==> src/design/tpim_pkg.sv <==
// ----------------------------------------------------------------------------
// tpim_pkg: shared constants for the two-particle invariant mass block
// Default field widths and the fixed widths and limits of the result fields.
// ----------------------------------------------------------------------------
`default_nettype none

package tpim_pkg;

  localparam int MOMENTUM_BITS_DEF = 18;
  localparam int MASS_BITS_DEF     = 16;

  localparam int ENERGY_W   = 18;
  localparam int INV_MASS_W = 19;

  localparam logic [31:0] ENERGY_MAX   = 32'd262143;
  localparam logic [31:0] INV_MASS_MAX = 32'd524287;

  function automatic int imax(input int a, input int b);
    return (a > b) ? a : b;
  endfunction

endpackage

`default_nettype wire

==> src/design/tpim_sqrt.sv <==
// ----------------------------------------------------------------------------
// tpim_sqrt: pipelined floor square root
// One result bit per register stage, with a sideband that travels alongside.
// ----------------------------------------------------------------------------
`default_nettype none

module tpim_sqrt
  import tpim_pkg::*;
#(
  parameter int RAD_W  = 36,
  parameter int SIDE_W = 1
) (
  input  wire logic              clk,
  input  wire logic              rst,
  input  wire logic              en,
  input  wire logic              in_valid,
  input  wire logic [RAD_W-1:0]  rad,
  input  wire logic [SIDE_W-1:0] side,
  output logic                   out_valid,
  output logic [RAD_W/2-1:0]     root,
  output logic [SIDE_W-1:0]      side_out
);

  localparam int ROOT_W = RAD_W / 2;

  logic              vld  [0:ROOT_W];
  logic [RAD_W-1:0]  xr   [0:ROOT_W];
  logic [ROOT_W:0]   rem  [0:ROOT_W];
  logic [ROOT_W-1:0] rt   [0:ROOT_W];
  logic [SIDE_W-1:0] sb   [0:ROOT_W];

  assign vld[0] = in_valid;
  assign xr[0]  = rad;
  assign rem[0] = '0;
  assign rt[0]  = '0;
  assign sb[0]  = side;

  for (genvar k = 0; k < ROOT_W; k++) begin : g_stage
    logic [ROOT_W+1:0] rem_in;
    logic [ROOT_W+1:0] trial;
    logic              ge;

    always_comb begin
      rem_in = {rem[k][ROOT_W-1:0], xr[k][RAD_W-1 -: 2]};
      trial  = {rt[k], 2'b01};
      ge     = (rem_in >= trial);
    end

    always_ff @(posedge clk) begin
      if (rst) begin
        vld[k+1] <= 1'b0;
      end else if (en) begin
        vld[k+1] <= vld[k];
      end
      if (en) begin
        xr[k+1]  <= {xr[k][RAD_W-3:0], 2'b00};
        rem[k+1] <= ge ? ROOT_W'(rem_in - trial) + (ROOT_W+1)'(0) : rem_in[ROOT_W:0];
        rt[k+1]  <= {rt[k][ROOT_W-2:0], ge};
        sb[k+1]  <= sb[k];
      end
    end
  end

  assign out_valid = vld[ROOT_W];
  assign root      = rt[ROOT_W];
  assign side_out  = sb[ROOT_W];

endmodule

`default_nettype wire

==> config.mk <==
export PLATFORM = sky130hd
export DESIGN_NAME = tpim_sqrt
export DESIGN_NICKNAME = d
export VERILOG_FILES = /design/src/design/tpim_pkg.sv /design/src/design/tpim_sqrt.sv
export SDC_FILE = /design/constraint.sdc
export NUM_CORES = 1
export LEC_CHECK = 0
export ABC_AREA = 1
export BUFFER_PORTS_ARGS = -buffer_cell sky130_fd_sc_hd__clkbuf_2
export CAP_MARGIN = 0
export CORE_MARGIN = 2
export CORE_UTILIZATION = 35
export CTS_BUF_LIST = sky130_fd_sc_hd__clkbuf_2
export CTS_CLUSTER_DIAMETER = 100
export DETAILED_ROUTE_END_ITERATION = 12
export GPL_ROUTABILITY_DRIVEN = 0
export PLACE_DENSITY = 0.46
export SLEW_MARGIN = 20
export SYNTH_ARGS = -nofsm -noshare
export SYNTH_HDL_FRONTEND = slang
export SYNTH_SLANG_ARGS = --single-unit
==> constraint.sdc <==
create_clock -name clk -period 6.1 [get_ports clk]
set_clock_uncertainty 0.1 [all_clocks]
set_input_delay 0.305 -clock clk [delete_from_list [all_inputs] [get_ports clk]]
set_output_delay 0.305 -clock clk [all_outputs]
set_load 0.05 [all_outputs]
## After elaboration in Yosys (flattened, before gate mapping)

Index checks and enable logic that the tools add are counted.

| operators by class | value |
|---|---|
| $add $sub $neg | 17 |
| magnitude comparators | 18 |
| multiplexer cells | 17 |

Operators with widths:

| operator | count |
|---|---|
| 2-to-1 mux 18 bit | 16 |
| greater-or-equal comparator 20 x 10 -> 1 bit | 1 |
| greater-or-equal comparator 20 x 11 -> 1 bit | 1 |
| greater-or-equal comparator 20 x 12 -> 1 bit | 1 |
| greater-or-equal comparator 20 x 13 -> 1 bit | 1 |
| greater-or-equal comparator 20 x 14 -> 1 bit | 1 |
| greater-or-equal comparator 20 x 15 -> 1 bit | 1 |
| greater-or-equal comparator 20 x 16 -> 1 bit | 1 |
| greater-or-equal comparator 20 x 17 -> 1 bit | 1 |
| greater-or-equal comparator 20 x 18 -> 1 bit | 1 |
| greater-or-equal comparator 20 x 19 -> 1 bit | 1 |
| greater-or-equal comparator 20 x 3 -> 1 bit | 1 |
| greater-or-equal comparator 20 x 4 -> 1 bit | 1 |
| greater-or-equal comparator 20 x 5 -> 1 bit | 1 |
| greater-or-equal comparator 20 x 6 -> 1 bit | 1 |
| greater-or-equal comparator 20 x 7 -> 1 bit | 1 |
| greater-or-equal comparator 20 x 8 -> 1 bit | 1 |
| greater-or-equal comparator 20 x 9 -> 1 bit | 1 |
| subtractor 18 x 10 -> 18 bit | 1 |
| subtractor 18 x 11 -> 18 bit | 1 |
| subtractor 18 x 12 -> 18 bit | 1 |
| subtractor 18 x 13 -> 18 bit | 1 |
| subtractor 18 x 14 -> 18 bit | 1 |
| subtractor 18 x 15 -> 18 bit | 1 |
| other kinds (13) | 13 |

| storage, ports and cells | value |
|---|---|
| input port bits | 41 |
| register bits | 804 |
| output and inout bits | 20 |

## Logic depth before layout (Yosys ltp)

Gate-level depths: netlist of run 1.

| depth | value |
|---|---|
| word-level depth | 2 |
| mapped depth | 14 |
| gate-level depth less buffers | 14 |

## Worst setup path before layout of run 1

OpenSTA, ideal clock, no wires.

| path | value |
|---|---|
| path type | flip-flop to flip-flop |
| start | register rem (netlist bit g_stage[3].rem_in[2]) |
| end | register rem (netlist bit g_stage[4].rem_in[11]), data pin |
| cell stages (with the launch flop) | 13 |
| slack | 4.092 ns |
| arrival | 1.648 ns |
| clock period less this slack | 2.008 ns |
| path through | edfxtp_1 > ha_1 > nand2_1 > inv_1 > nand2_1 > nand2_1 > nand2_1 > nand2_2 > nor2_2 > nand2_1 > nor2_2 > buf_2 > a21oi_1 |

| between the ends | value |
|---|---|
| cells in the longest elaborated chain, start to end | 2 |
| elaborated cells on any way between the ends | 3 |

RTL lines:

| what | RTL line | RTL |
|---|---|---|
| from (decl) | tpim_sqrt.sv:28 | `logic [ROOT_W:0] rem [0:ROOT_W];` |
| from (signal, indexed assignment) | tpim_sqrt.sv:57 | `rem[k+1] <= ge ? ROOT_W'(rem_in - trial) + (ROOT_W+1)'(0) : rem_in[ROOT_W:0];` |
| subtractor 18 x 5 -> 18 bit / greater-or-equal comparator 20 x 5 -> 1 bit (equally long branches) | tpim_sqrt.sv:57, tpim_sqrt.sv:46 |  |
| 2-to-1 mux 18 bit (*) | tpim_sqrt.sv:57 |  |

Every way passes the cells marked *; elsewhere a longest branch is shown, timed or not.
A chain may end at the register's enable or synchronous reset.

## Worst setup path after layout of run 1

| path | value |
|---|---|
| start | register rem (netlist bit g_stage[3].rem_in[2]) |
| end | register rem (netlist bit g_stage[4].rem_in[10]), data pin |

| between the ends | value |
|---|---|
| cells in the longest elaborated chain, start to end | 2 |
| elaborated cells on any way between the ends | 3 |

RTL lines:

| what | RTL line | RTL |
|---|---|---|
| greater-or-equal comparator 20 x 5 -> 1 bit | tpim_sqrt.sv:46 | `ge = (rem_in >= trial);` |
| net g_stage[3].ge | tpim_sqrt.sv:41 | `logic ge;` |
| 2-to-1 mux 18 bit | tpim_sqrt.sv:57 |  |

The timed path passes the listed nets, and every way through them passes these cells.

==> results of run 1 <==
[routing by layer]
metal	routed length [um]	share of wire [%]
met1	43500	48
met2	40200	44
met3	4390	4.9
met4	2310	2.5
met5	0	0
[report_power, final]
part           internal [mW]  switching, mW  total, mW
Sequential              6.72          0.342       7.07
Combinational          0.982           1.79       2.78
Clock                   1.51           2.34       3.85
Total                   9.21           4.48       13.7
[sequential cells by signal, indices dropped and copies added (netlist names)]
register and count:
g_stage.rem_in 320, xr 272, g_stage.trial 153, root 18, sb 17, vld 17, out_valid 1, side_out 1
[metrics by stage]
stage	utilization [%]	setup slack [ns]
after global placement	37.0	3.34
after global routing	39.9	3.04
after CTS	39.9	3.19
after detailed placement	37.0	3.28
after floorplan	-	4.09
final	39.9	3.26
[area by class of cell]
cell class / count / area (um^2)
Tap cell: 1512 / 1890
Sequential cell: 799 / 23800
Fill cell: 11500 / 68600
Clock inverter: 85 / 497
Inverter: 580 / 2200
Timing Repair Buffer: 191 / 1680
Multi-Input combinational cell: 2604 / 13900
Antenna cell: 9 / 22.5
Clock buffer: 307 / 1540
[worst paths after layout]
check	start	endpoint	slack (ns)	cells after the start
worst max-delay path	g_stage[3].rem_in[2]$_DFFE_PP_	g_stage[4].rem_in[10]$_DFFE_PP_	3.26	13
worst min-delay path	xr[388]$_DFFE_PP_	xr[354]$_DFFE_PP_	0.28	0
worst max register to register	g_stage[3].rem_in[2]$_DFFE_PP_	g_stage[4].rem_in[10]$_DFFE_PP_	3.26	13
worst min register to register	xr[388]$_DFFE_PP_	xr[354]$_DFFE_PP_	0.28	0
[cell usage in the layout, fill, tap and decap left out, drive strengths merged, types with 5 or more instances in the layout]
cell type    netlist  routed
and2               5       5
nand3            220     220
o21ai            151     151
inv              579     584
dlygate4sd3        0     125
nand4             36      36
ha               190     190
nor2             309     309
dfxtp             18      18
buf               28       7
nand2           1220    1220
xnor2             50      50
clkinv             1      77
nor3              37      37
diode              0       9
nand3b            51      51
a21oi            222     222
o21bai             8       8
edfxtp           781     781
clkbuf             5     366
nor4               6       6
or2                7       7
xor2              74      74
[timing repair]
item | in CTS | in global routing
hold buffers | 126 | 0
endpoints found under the hold margin | 837 | 0
resized for setup | 0 | 0
setup endpoints to repair | 0 | 0
[cell families after synthesis]
group	synth area share (%)
simple gates	20.3
flops	59.1
buf+inv	6.27
compound gates	5.70
fa+ha+maj	5.90
xor+xnor	2.72
other cells	0.00931
[critical path: cells and delay by family, from the launching register on]
| kind | cells | cell delay (ns) |
|---|---|---|
| simple gates | 9 | 1.44 |
| buf+inv | 3 | 0.25 |
| fa+ha+maj | 1 | 0.39 |
| flops | 1 | 0.40 |
==> results.sh, run 1 <==
export IMPL_critPathMostFrequentCell="nand2_1"
export IMPL_post_synth_top_count_cell="nand2_1"
export IMPL_fin_worst_hold_slack_ns=0.281
export IMPL_syn_inst=4016
export IMPL_row_count=124
export IMPL_final_cell_count_no_fill=6087
export IMPL_cp_start_kind="flop"
export IMPL_yosys_warnings=0
export IMPL_core_area_mm2=0.114
export IMPL_firstDrtPassIters=6
export IMPL_static_leak_nw=19.8
export IMPL_routed_wl_um=90400
export IMPL_met1_usage_pct=21.5
export IMPL_port_buffer_count=60
export IMPL_critPathSlowestCell="nor2_2"
export IMPL_finish_instance_area_mm2=0.0456
export IMPL_timing_critical_path_arrival_ns=4.04
export IMPL_antenna_violations_before_repair=2
export IMPL_chipHeight_um=343
export IMPL_worstSkewPairLatency_ns=1.58
export IMPL_tightest_slew_ns=0.997
export IMPL_flow_area_growth_from_synthesis_pct=13.2
export IMPL_design_final_nets=4621
export IMPL_grt_overflow_total=0
export IMPL_global_routing_met3_resource_utilization_pct=3.66
export IMPL_post_synth_cell_area_avg_um2=10.0
export IMPL_setup_fix_buffers_added_after_clock_tree_synthesis=0
export IMPL_synth_cell_type_count=55
export IMPL_grt_max_degree=170
export IMPL_rsz_0062_raised_after_global_routing="false"
export IMPL_tritoncts="built"
export IMPL_max_buffers_root_to_sink=3
export IMPL_ys_seq_area_share_pct=59.1
export IMPL_power_total_mw=13.7
export IMPL_relSlewSlack_pct=33.5
export IMPL_cts_clock_pin_slew_for_the_worst_setup_and_hold_paths_ns=0.10
export IMPL_yosysTopAreaCell="edfxtp_1"
export IMPL_cap_viol_max_count=0
export IMPL_wl_per_cell_um=14.9
export IMPL_initial_utilization_pct=35.3
export IMPL_fin_setup_tns_ns=0
export IMPL_yosys_register_bits=799
export IMPL_ys_top_cells_by_area="edfxtp_1 58%, nand2_1 11%, ha_1 5.9%"
export IMPL_synth_ff_type="edfxtp_1"
export IMPL_post_synth_instance_area_mm2=0.0403
export IMPL_floorplan_die_area_mm2=0.118
export IMPL_powerDensity_mw_per_mm2=300
export IMPL_max_stage_delay_ns=0.69
export IMPL_tritoncts_num_buffers=214
export IMPL_endpoint_class_of_the_critical_path="flop"
export IMPL_post_route_cells_drive_above_1_share_pct=12.6
export IMPL_run_status="completed"
export IMPL_avgViaCountPerCell=4.58
export IMPL_async_reset_ff_share_pct=0
export IMPL_worst_ir_drop_vdd_uv=207
export IMPL_slew_violations=0
export IMPL_cts_sink_count=799
export IMPL_final_min_clock_period_ns=2.84
export IMPL_worst_path_max_fanout=21
export IMPL_hp_class="flop to flop"
export IMPL_dpl_cell_area_mm2=0.0422
export IMPL_grt_first_pass_wirelength_um=145000
export IMPL_post_route_period_util_pct=46.5
export IMPL_via_count_of_the_first_global_routing_pass=27559
export IMPL_synth_top_cell_area_share_pct=58.2
export IMPL_postSynthNetCount=4247
export IMPL_critical_path_cell_chain="ha_1, nand2_1, inv_1, nand2_1, nand2_1, nand2_1, nand2_2, nor2_2, nand2_1, nor2_2, inv_1, nand2_1, inv_1"
export IMPL_grt_total_usage_pct=15.6
export IMPL_groute_layer_met2_usage_pct=23.7
export IMPL_synth_cells_most_frequent="1182 x nand2_1, 781 x edfxtp_1, 560 x inv_1, 286 x nor2_1, 209 x nand3_1"
export IMPL_timing_final_hold_violations=0
export IMPL_number_of_synthesized_flops_with_an_enable_pin=781
export IMPL_antenna_violating_nets_post_route=0
export IMPL_detailedRoute_firstIterationViolations=1743
export IMPL_fmaxAchievable_ghz=0.353
export IMPL_ioPinCount=61
export IMPL_timing_critical_path_required_ns=7.30
export IMPL_setup_violating_endpoint_count_in_the_final_report=0
export IMPL_routed_via_count=27884
export IMPL_clock_tree_root_cell="clkbuf_2"
export IMPL_drc_errors=0
export IMPL_path_class="flop to flop"
export IMPL_detailed_place_hpwl_um=65000
export IMPL_dp_cells=5560
export IMPL_grt_busiest_layer="met2"
export IMPL_die_w_um=343
export IMPL_clock_tree_htree_level_count=4
(Power assumes the default switching activity.)
==> run 2, diff against run 1 <==
==> constraint.sdc (replaced) <==
create_clock -name clk -period 2.9 [get_ports clk]
set_clock_uncertainty 0.1 [all_clocks]
set_input_delay 0.145 -clock clk [delete_from_list [all_inputs] [get_ports clk]]
set_output_delay 0.145 -clock clk [all_outputs]
set_load 0.05 [all_outputs]
==> results.sh, run 2 (synthesis gave the netlist of run 1 again) <==
export IMPL_flow_area_growth_from_synthesis_pct=14.0
export IMPL_grt_first_pass_wirelength_um=148000
export IMPL_firstDrtPassIters=6
export IMPL_antenna_violations_before_repair=1
export IMPL_cts_sink_count=799
export IMPL_slew_violations=0
export IMPL_core_area_mm2=0.114
export IMPL_post_route_cells_drive_above_1_share_pct=13.6
export IMPL_fin_setup_tns_ns=0
export IMPL_cts_clock_pin_slew_for_the_worst_setup_and_hold_paths_ns=0.10
export IMPL_setup_fix_buffers_added_after_clock_tree_synthesis=0
export IMPL_grt_overflow_total=0
export IMPL_die_w_um=343
export IMPL_initial_utilization_pct=35.3
export IMPL_port_buffer_count=60
export IMPL_relSlewSlack_pct=41.2
export IMPL_avgViaCountPerCell=4.57
export IMPL_tightest_slew_ns=0.882
export IMPL_detailedRoute_firstIterationViolations=1702
export IMPL_drc_errors=0
export IMPL_tritoncts_num_buffers=214
export IMPL_routed_wl_um=92500
export IMPL_timing_critical_path_arrival_ns=3.71
export IMPL_endpoint_class_of_the_critical_path="flop"
export IMPL_detailed_place_hpwl_um=67700
export IMPL_timing_critical_path_required_ns=3.99
export IMPL_fmaxAchievable_ghz=0.382
export IMPL_worst_reg_to_reg_setup_slack_ns=0.28
export IMPL_floorplan_die_area_mm2=0.118
export IMPL_antenna_violating_nets_post_route=0
export IMPL_design_final_nets=4657
export IMPL_worstSkewPairLatency_ns=1.48
export IMPL_pre_cts_slack_ns=0.226
export IMPL_static_leak_nw=20.0
export IMPL_clock_tree_htree_level_count=4
export IMPL_dp_cells=5593
export IMPL_chipHeight_um=343
export IMPL_ioPinCount=61
export IMPL_postLayoutSetupSlackWorst_ns=0.280
export IMPL_cp_start_kind="flop"
export IMPL_worst_ir_drop_vdd_uv=377
export IMPL_routed_via_count=27939
export IMPL_hp_class="flop to flop"
export IMPL_clock_tree_root_cell="clkbuf_2"
export IMPL_fin_worst_hold_slack_ns=0.282
export IMPL_post_route_period_util_pct=90.3
export IMPL_powerDensity_mw_per_mm2=630
export IMPL_mostFrequentLayoutCells="1182 x nand2_1, 781 x edfxtp_1, 560 x inv_1, 384 x clkbuf_2, 286 x nor2_1"
export IMPL_max_buffers_root_to_sink=3
export IMPL_final_cell_count_no_fill=6114
export IMPL_setup_violating_endpoint_count_in_the_final_report=0
export IMPL_grt_max_degree=97
export IMPL_rsz_0062_raised_after_global_routing="false"
export IMPL_worst_path_max_fanout=25
export IMPL_final_min_clock_period_ns=2.62
export IMPL_layout_cells_most_common="nand2_1"
export IMPL_via_count_of_the_first_global_routing_pass=27702
export IMPL_power_total_mw=28.9
export IMPL_grt_total_usage_pct=15.9
export IMPL_tritoncts="built"
export IMPL_wl_per_cell_um=15.1
export IMPL_cap_viol_max_count=0
export IMPL_largest_register_ff_count=320
export IMPL_path_class="flop to flop"
export IMPL_row_count=124
export IMPL_run_status="completed"
export IMPL_timing_final_hold_violations=0
[run 2: changes by cell type in the layout (fill, tap and decap cells not counted), moves of 2 or more]
| cell | change |
|---|---|
| clkbuf_2 | +18 |
| clkinv_2 | -2 |
| inv_6 | +4 |
| buf_12 | +8 |
| diode_2 | -8 |
| buf_4 | +25 |
| inv_8 | +2 |
| clkinv_8 | -4 |
| clkinv_1 | -17 |
| dlygate4sd3_1 | +3 |
[run 2: power breakdown]
part | total, mW | switching (mW) | internal (mW)
clock | 8.09 | 4.89 | 3.20
combinational | 5.95 | 3.82 | 2.13
sequential | 14.9 | 0.727 | 14.1
[run 2: routing by layer]
layer / share of wire (%) / GRT usage, % / vias to the layer above
li1: - / - / 14336
met1: 48 / 21.7 / 12874
met2: 45 / 24.8 / 560
met3: 4.7 / 3.36 / 169
met4: 2.6 / 6.10 / 0
met5: 0 / 0 / -
[run 2: timing repair]
item | 4_1_cts | 5_1_grt
endpoints found under the setup margin | 0 | 2
resized for setup | 0 | 1
endpoints found under the hold margin | 837 | 0
hold buffers | 130 | 0
[run 2: final timing paths]
kind / from / end / depth (start not counted)
setup / recovery: g_stage[12].trial[11]$_DFFE_PP_ / g_stage[13].rem_in[9]$_DFFE_PP_ / 8
setup reg to reg: g_stage[12].trial[11]$_DFFE_PP_ / g_stage[13].rem_in[9]$_DFFE_PP_ / 8
hold / removal: g_stage[10].trial[9]$_DFFE_PP_ / g_stage[11].trial[10]$_DFFE_PP_ / 0
hold reg to reg: g_stage[10].trial[9]$_DFFE_PP_ / g_stage[11].trial[10]$_DFFE_PP_ / 0
[run 2: critical path, stage by stage, from the launching register on]
cell,delay (ns)
edfxtp_1,0.54
inv_1,0.08
ha_1,0.37
a21oi_1,0.21
nand2_1,0.13
a21oi_4,0.21
nand3_4,0.25
inv_6,0.29
o21ai_0,0.15
[run 2: metrics by stage]
step / util, % / cell area, um^2
4_1_cts: 40.2 / 45900
5_1_grt: 40.2 / 45900
2_1_floorplan: - / 40300
6_report: 40.2 / 45900
3_5_place_dp: 37.3 / 42600
3_3_place_gp: 37.3 / 42600
[run 2: final cells by class]
class	count	area (um^2)
antenna	1	2.50
clock buffer	325	1630
clock inverter	66	380
fill	11579	68300
inverter	580	2200
multi-input combinational	2604	13900
sequential	799	23800
tap	1512	1890
timing repair buffer	227	2050
==> run 3, diff against run 2 <==
--- a/config.mk
+++ b/config.mk
@@ -15,6 +15,7 @@
 export DETAILED_ROUTE_END_ITERATION = 12
 export GPL_ROUTABILITY_DRIVEN = 0
 export PLACE_DENSITY = 0.46
+export RECOVER_POWER = 50
 export SLEW_MARGIN = 20
 export SYNTH_ARGS = -nofsm -noshare
 export SYNTH_HDL_FRONTEND = slang
==> results.sh, run 3 (synthesis gave the netlist of run 1 again) <==
export IMPL_mostFrequentLayoutCells="1182 x nand2_1, 781 x edfxtp_1, 560 x inv_1, 383 x clkbuf_2, 286 x nor2_1"
export IMPL_ioPinCount=61
export IMPL_antenna_violations_before_repair=1
export IMPL_flow_area_growth_from_synthesis_pct=13.7
export IMPL_layout_cells_most_common="nand2_1"
export IMPL_tritoncts_num_buffers=214
export IMPL_detailedRoute_firstIterationViolations=1728
export IMPL_grt_first_pass_wirelength_um=148000
export IMPL_row_count=124
export IMPL_final_core_utilization_pct=40.1
export IMPL_drc_errors=0
export IMPL_rsz_0062_raised_after_global_routing="false"
export IMPL_total_switching_power_mw=9.43
export IMPL_cp_start_kind="input port"
export IMPL_grt_overflow_total=0
export IMPL_wl_per_cell_um=15.1
export IMPL_clock_tree_htree_level_count=4
export IMPL_run_status="finished, violations left"
export IMPL_cap_viol_max_count=1
export IMPL_antenna_violating_nets_post_route=0
export IMPL_initial_utilization_pct=35.3
export IMPL_grt_max_degree=97
export IMPL_p_sw_share_pct=32.6
export IMPL_powerDensity_mw_per_mm2=631
export IMPL_post_route_period_util_pct=94.0
export IMPL_largest_register_ff_count=320
export IMPL_avgViaCountPerCell=4.57
export IMPL_multiInputGateArea_mm2=0.0139
export IMPL_max_stage_delay_ns=0.92
export IMPL_timing_critical_path_arrival_ns=3.68
export IMPL_power_frac_clock_pct=28.0
export IMPL_max_buffers_root_to_sink=3
export IMPL_worstReg2RegStart="g_stage[12].trial[11]$_DFFE_PP_"
export IMPL_setup_worst_path_end="g_stage[2].rem_in[3]$_DFFE_PP_"
export IMPL_cts_clock_pin_slew_for_the_worst_setup_and_hold_paths_ns=0.09
export IMPL_worst_hold_path_depth=0
export IMPL_clock_tree_root_cell="clkbuf_2"
export IMPL_worst_ir_drop_vdd_uv=377
export IMPL_design_final_nets=4657
export IMPL_setup_violating_endpoint_count_in_the_final_report=0
export IMPL_setup_fix_buffers_added_after_clock_tree_synthesis=0
export IMPL_post_route_cells_drive_above_1_share_pct=13.4
export IMPL_pre_cts_slack_ns=0.226
export IMPL_routed_via_count=27928
export IMPL_tightest_slew_ns=1.50
export IMPL_slew_violations=20
export IMPL_endpoint_class_of_the_critical_path="flop"
export IMPL_hp_class="flop to flop"
export IMPL_fmaxAchievable_ghz=0.367
export IMPL_postLayoutSetupSlackWorst_ns=0.175
export IMPL_worst_reg_to_reg_setup_slack_ns=0.29
export IMPL_critPathMostFrequentCell="dlygate4sd3_1"
export IMPL_via_count_of_the_first_global_routing_pass=27702
export IMPL_failing_checks="capacitance limit, slew limit"
export IMPL_reg2reg_to="g_stage[13].rem_in[9]$_DFFE_PP_"
export IMPL_firstDrtPassIters=6
export IMPL_comb_power_share_pct=20.5
export IMPL_grt_total_usage_pct=15.9
export IMPL_static_leak_nw=20.0
export IMPL_count_of_cells_along_the_worst_register_to_register_path=8
export IMPL_timing_final_hold_violations=0
export IMPL_critical_path_cell_chain="dlygate4sd3_1, dlygate4sd3_1, dlygate4sd3_1, clkbuf_1, buf_16, clkbuf_2, clkbuf_1"
export IMPL_worst_path_max_fanout=55
export IMPL_fillers=11603
export IMPL_die_w_um=343
export IMPL_tritoncts="built"
export IMPL_final_min_clock_period_ns=2.72
export IMPL_floorplan_die_area_mm2=0.118
export IMPL_core_area_mm2=0.114
export IMPL_relSlewSlack_pct=-0.0933
export IMPL_detailed_place_hpwl_um=67700
export IMPL_port_buffer_count=60
export IMPL_critPathSlowestCell="clkbuf_2"
export IMPL_path_class="input port to flop"
export IMPL_cts_sink_count=799
export IMPL_cellInternalPower_mw=19.5
export IMPL_routed_wl_um=92600
export IMPL_fin_worst_hold_slack_ns=0.289
export IMPL_chipHeight_um=343
export IMPL_critical_path_startpoint="en"
export IMPL_share_seq_of_total_power_pct=51.5
export IMPL_worstSkewPairLatency_ns=1.48
export IMPL_fin_setup_tns_ns=0
export IMPL_timing_critical_path_required_ns=3.86
export IMPL_ff_latch_area_mm2=0.0238
-- run 3: cell types whose count changed in the layout (fill, tap and decap cells not counted) --
cell	before	now
buf_12	12	5
buf_4	26	21
buf_8	1	0
clkbuf_1	0	10
clkbuf_2	384	383
clkbuf_4	0	4
-- run 3: timing repair --
item,CTS,global route
endpoints found under the setup margin,0,2
hold buffers,130,0
hold endpoints to repair,837,0
resized for setup,0,1
-- run 3: power by group through the flow --
| stage | logic (mW) | clock network [mW] | registers [mW] |
|---|---|---|---|
| 2_1_floorplan | 4.19 | 0 | 14.8 |
| 3_3_place_gp | 5.80 | 0 | 15.2 |
| 3_5_place_dp | 5.80 | 0 | 15.1 |
| 4_1_cts | 5.97 | 8.62 | 14.9 |
| 5_1_grt | 6.79 | 9.17 | 15.0 |
| 6_report | 5.92 | 8.08 | 14.9 |
-- run 3: worst max-delay path: cells and delay by family --
family / cells / cell delay (ns)
buffers and inverters: 7 / 3.52
-- run 3: how the worst min path moves through the flow --
stage | startpoint | to | slack, ns
floorplan | rad[32] | g_stage[1].rem_in[0]$_DFFE_PP_ | 0.14
global placement | rad[2] | xr[616]$_DFFE_PP_ | 0.22
detailed placement | rad[3] | xr[617]$_DFFE_PP_ | 0.22
CTS | rad[6] | xr[620]$_DFFE_PP_ | 0.02
global route | rad[3] | xr[617]$_DFFE_PP_ | 0.13
finish | g_stage[10].trial[9]$_DFFE_PP_ | g_stage[11].trial[10]$_DFFE_PP_ | 0.29
-- run 3: routing by layer --
layer / GRT usage, % / part of all wire (%) / wire length (um)
met3: 3.36 / 4.7 / 4390
met1: 21.7 / 48 / 44400
met4: 6.10 / 2.6 / 2420
met2: 24.8 / 45 / 41400
met5: 0 / 0 / 0
-- run 3: metrics by stage --
step	power [mW]	cells	cell area, um^2
2_1_floorplan	19.0	4016	40300
3_3_place_gp	21.0	5593	42600
3_5_place_dp	21.0	5593	42600
4_1_cts	29.5	6114	45900
5_1_grt	31.0	6114	45800
6_report	28.9	6114	45800
-- run 3: area by class of cell --
type / count / share of cell area (%)
clock inverters: 66 / 0.831
clock buffers: 325 / 3.55
diodes: 1 / 0.00547
multi-input cells: 2604 / 30.4
inverters: 580 / 4.81
flip-flops and latches: 799 / 52.0
well taps: 1512 / 4.13
repair buffers: 227 / 4.20
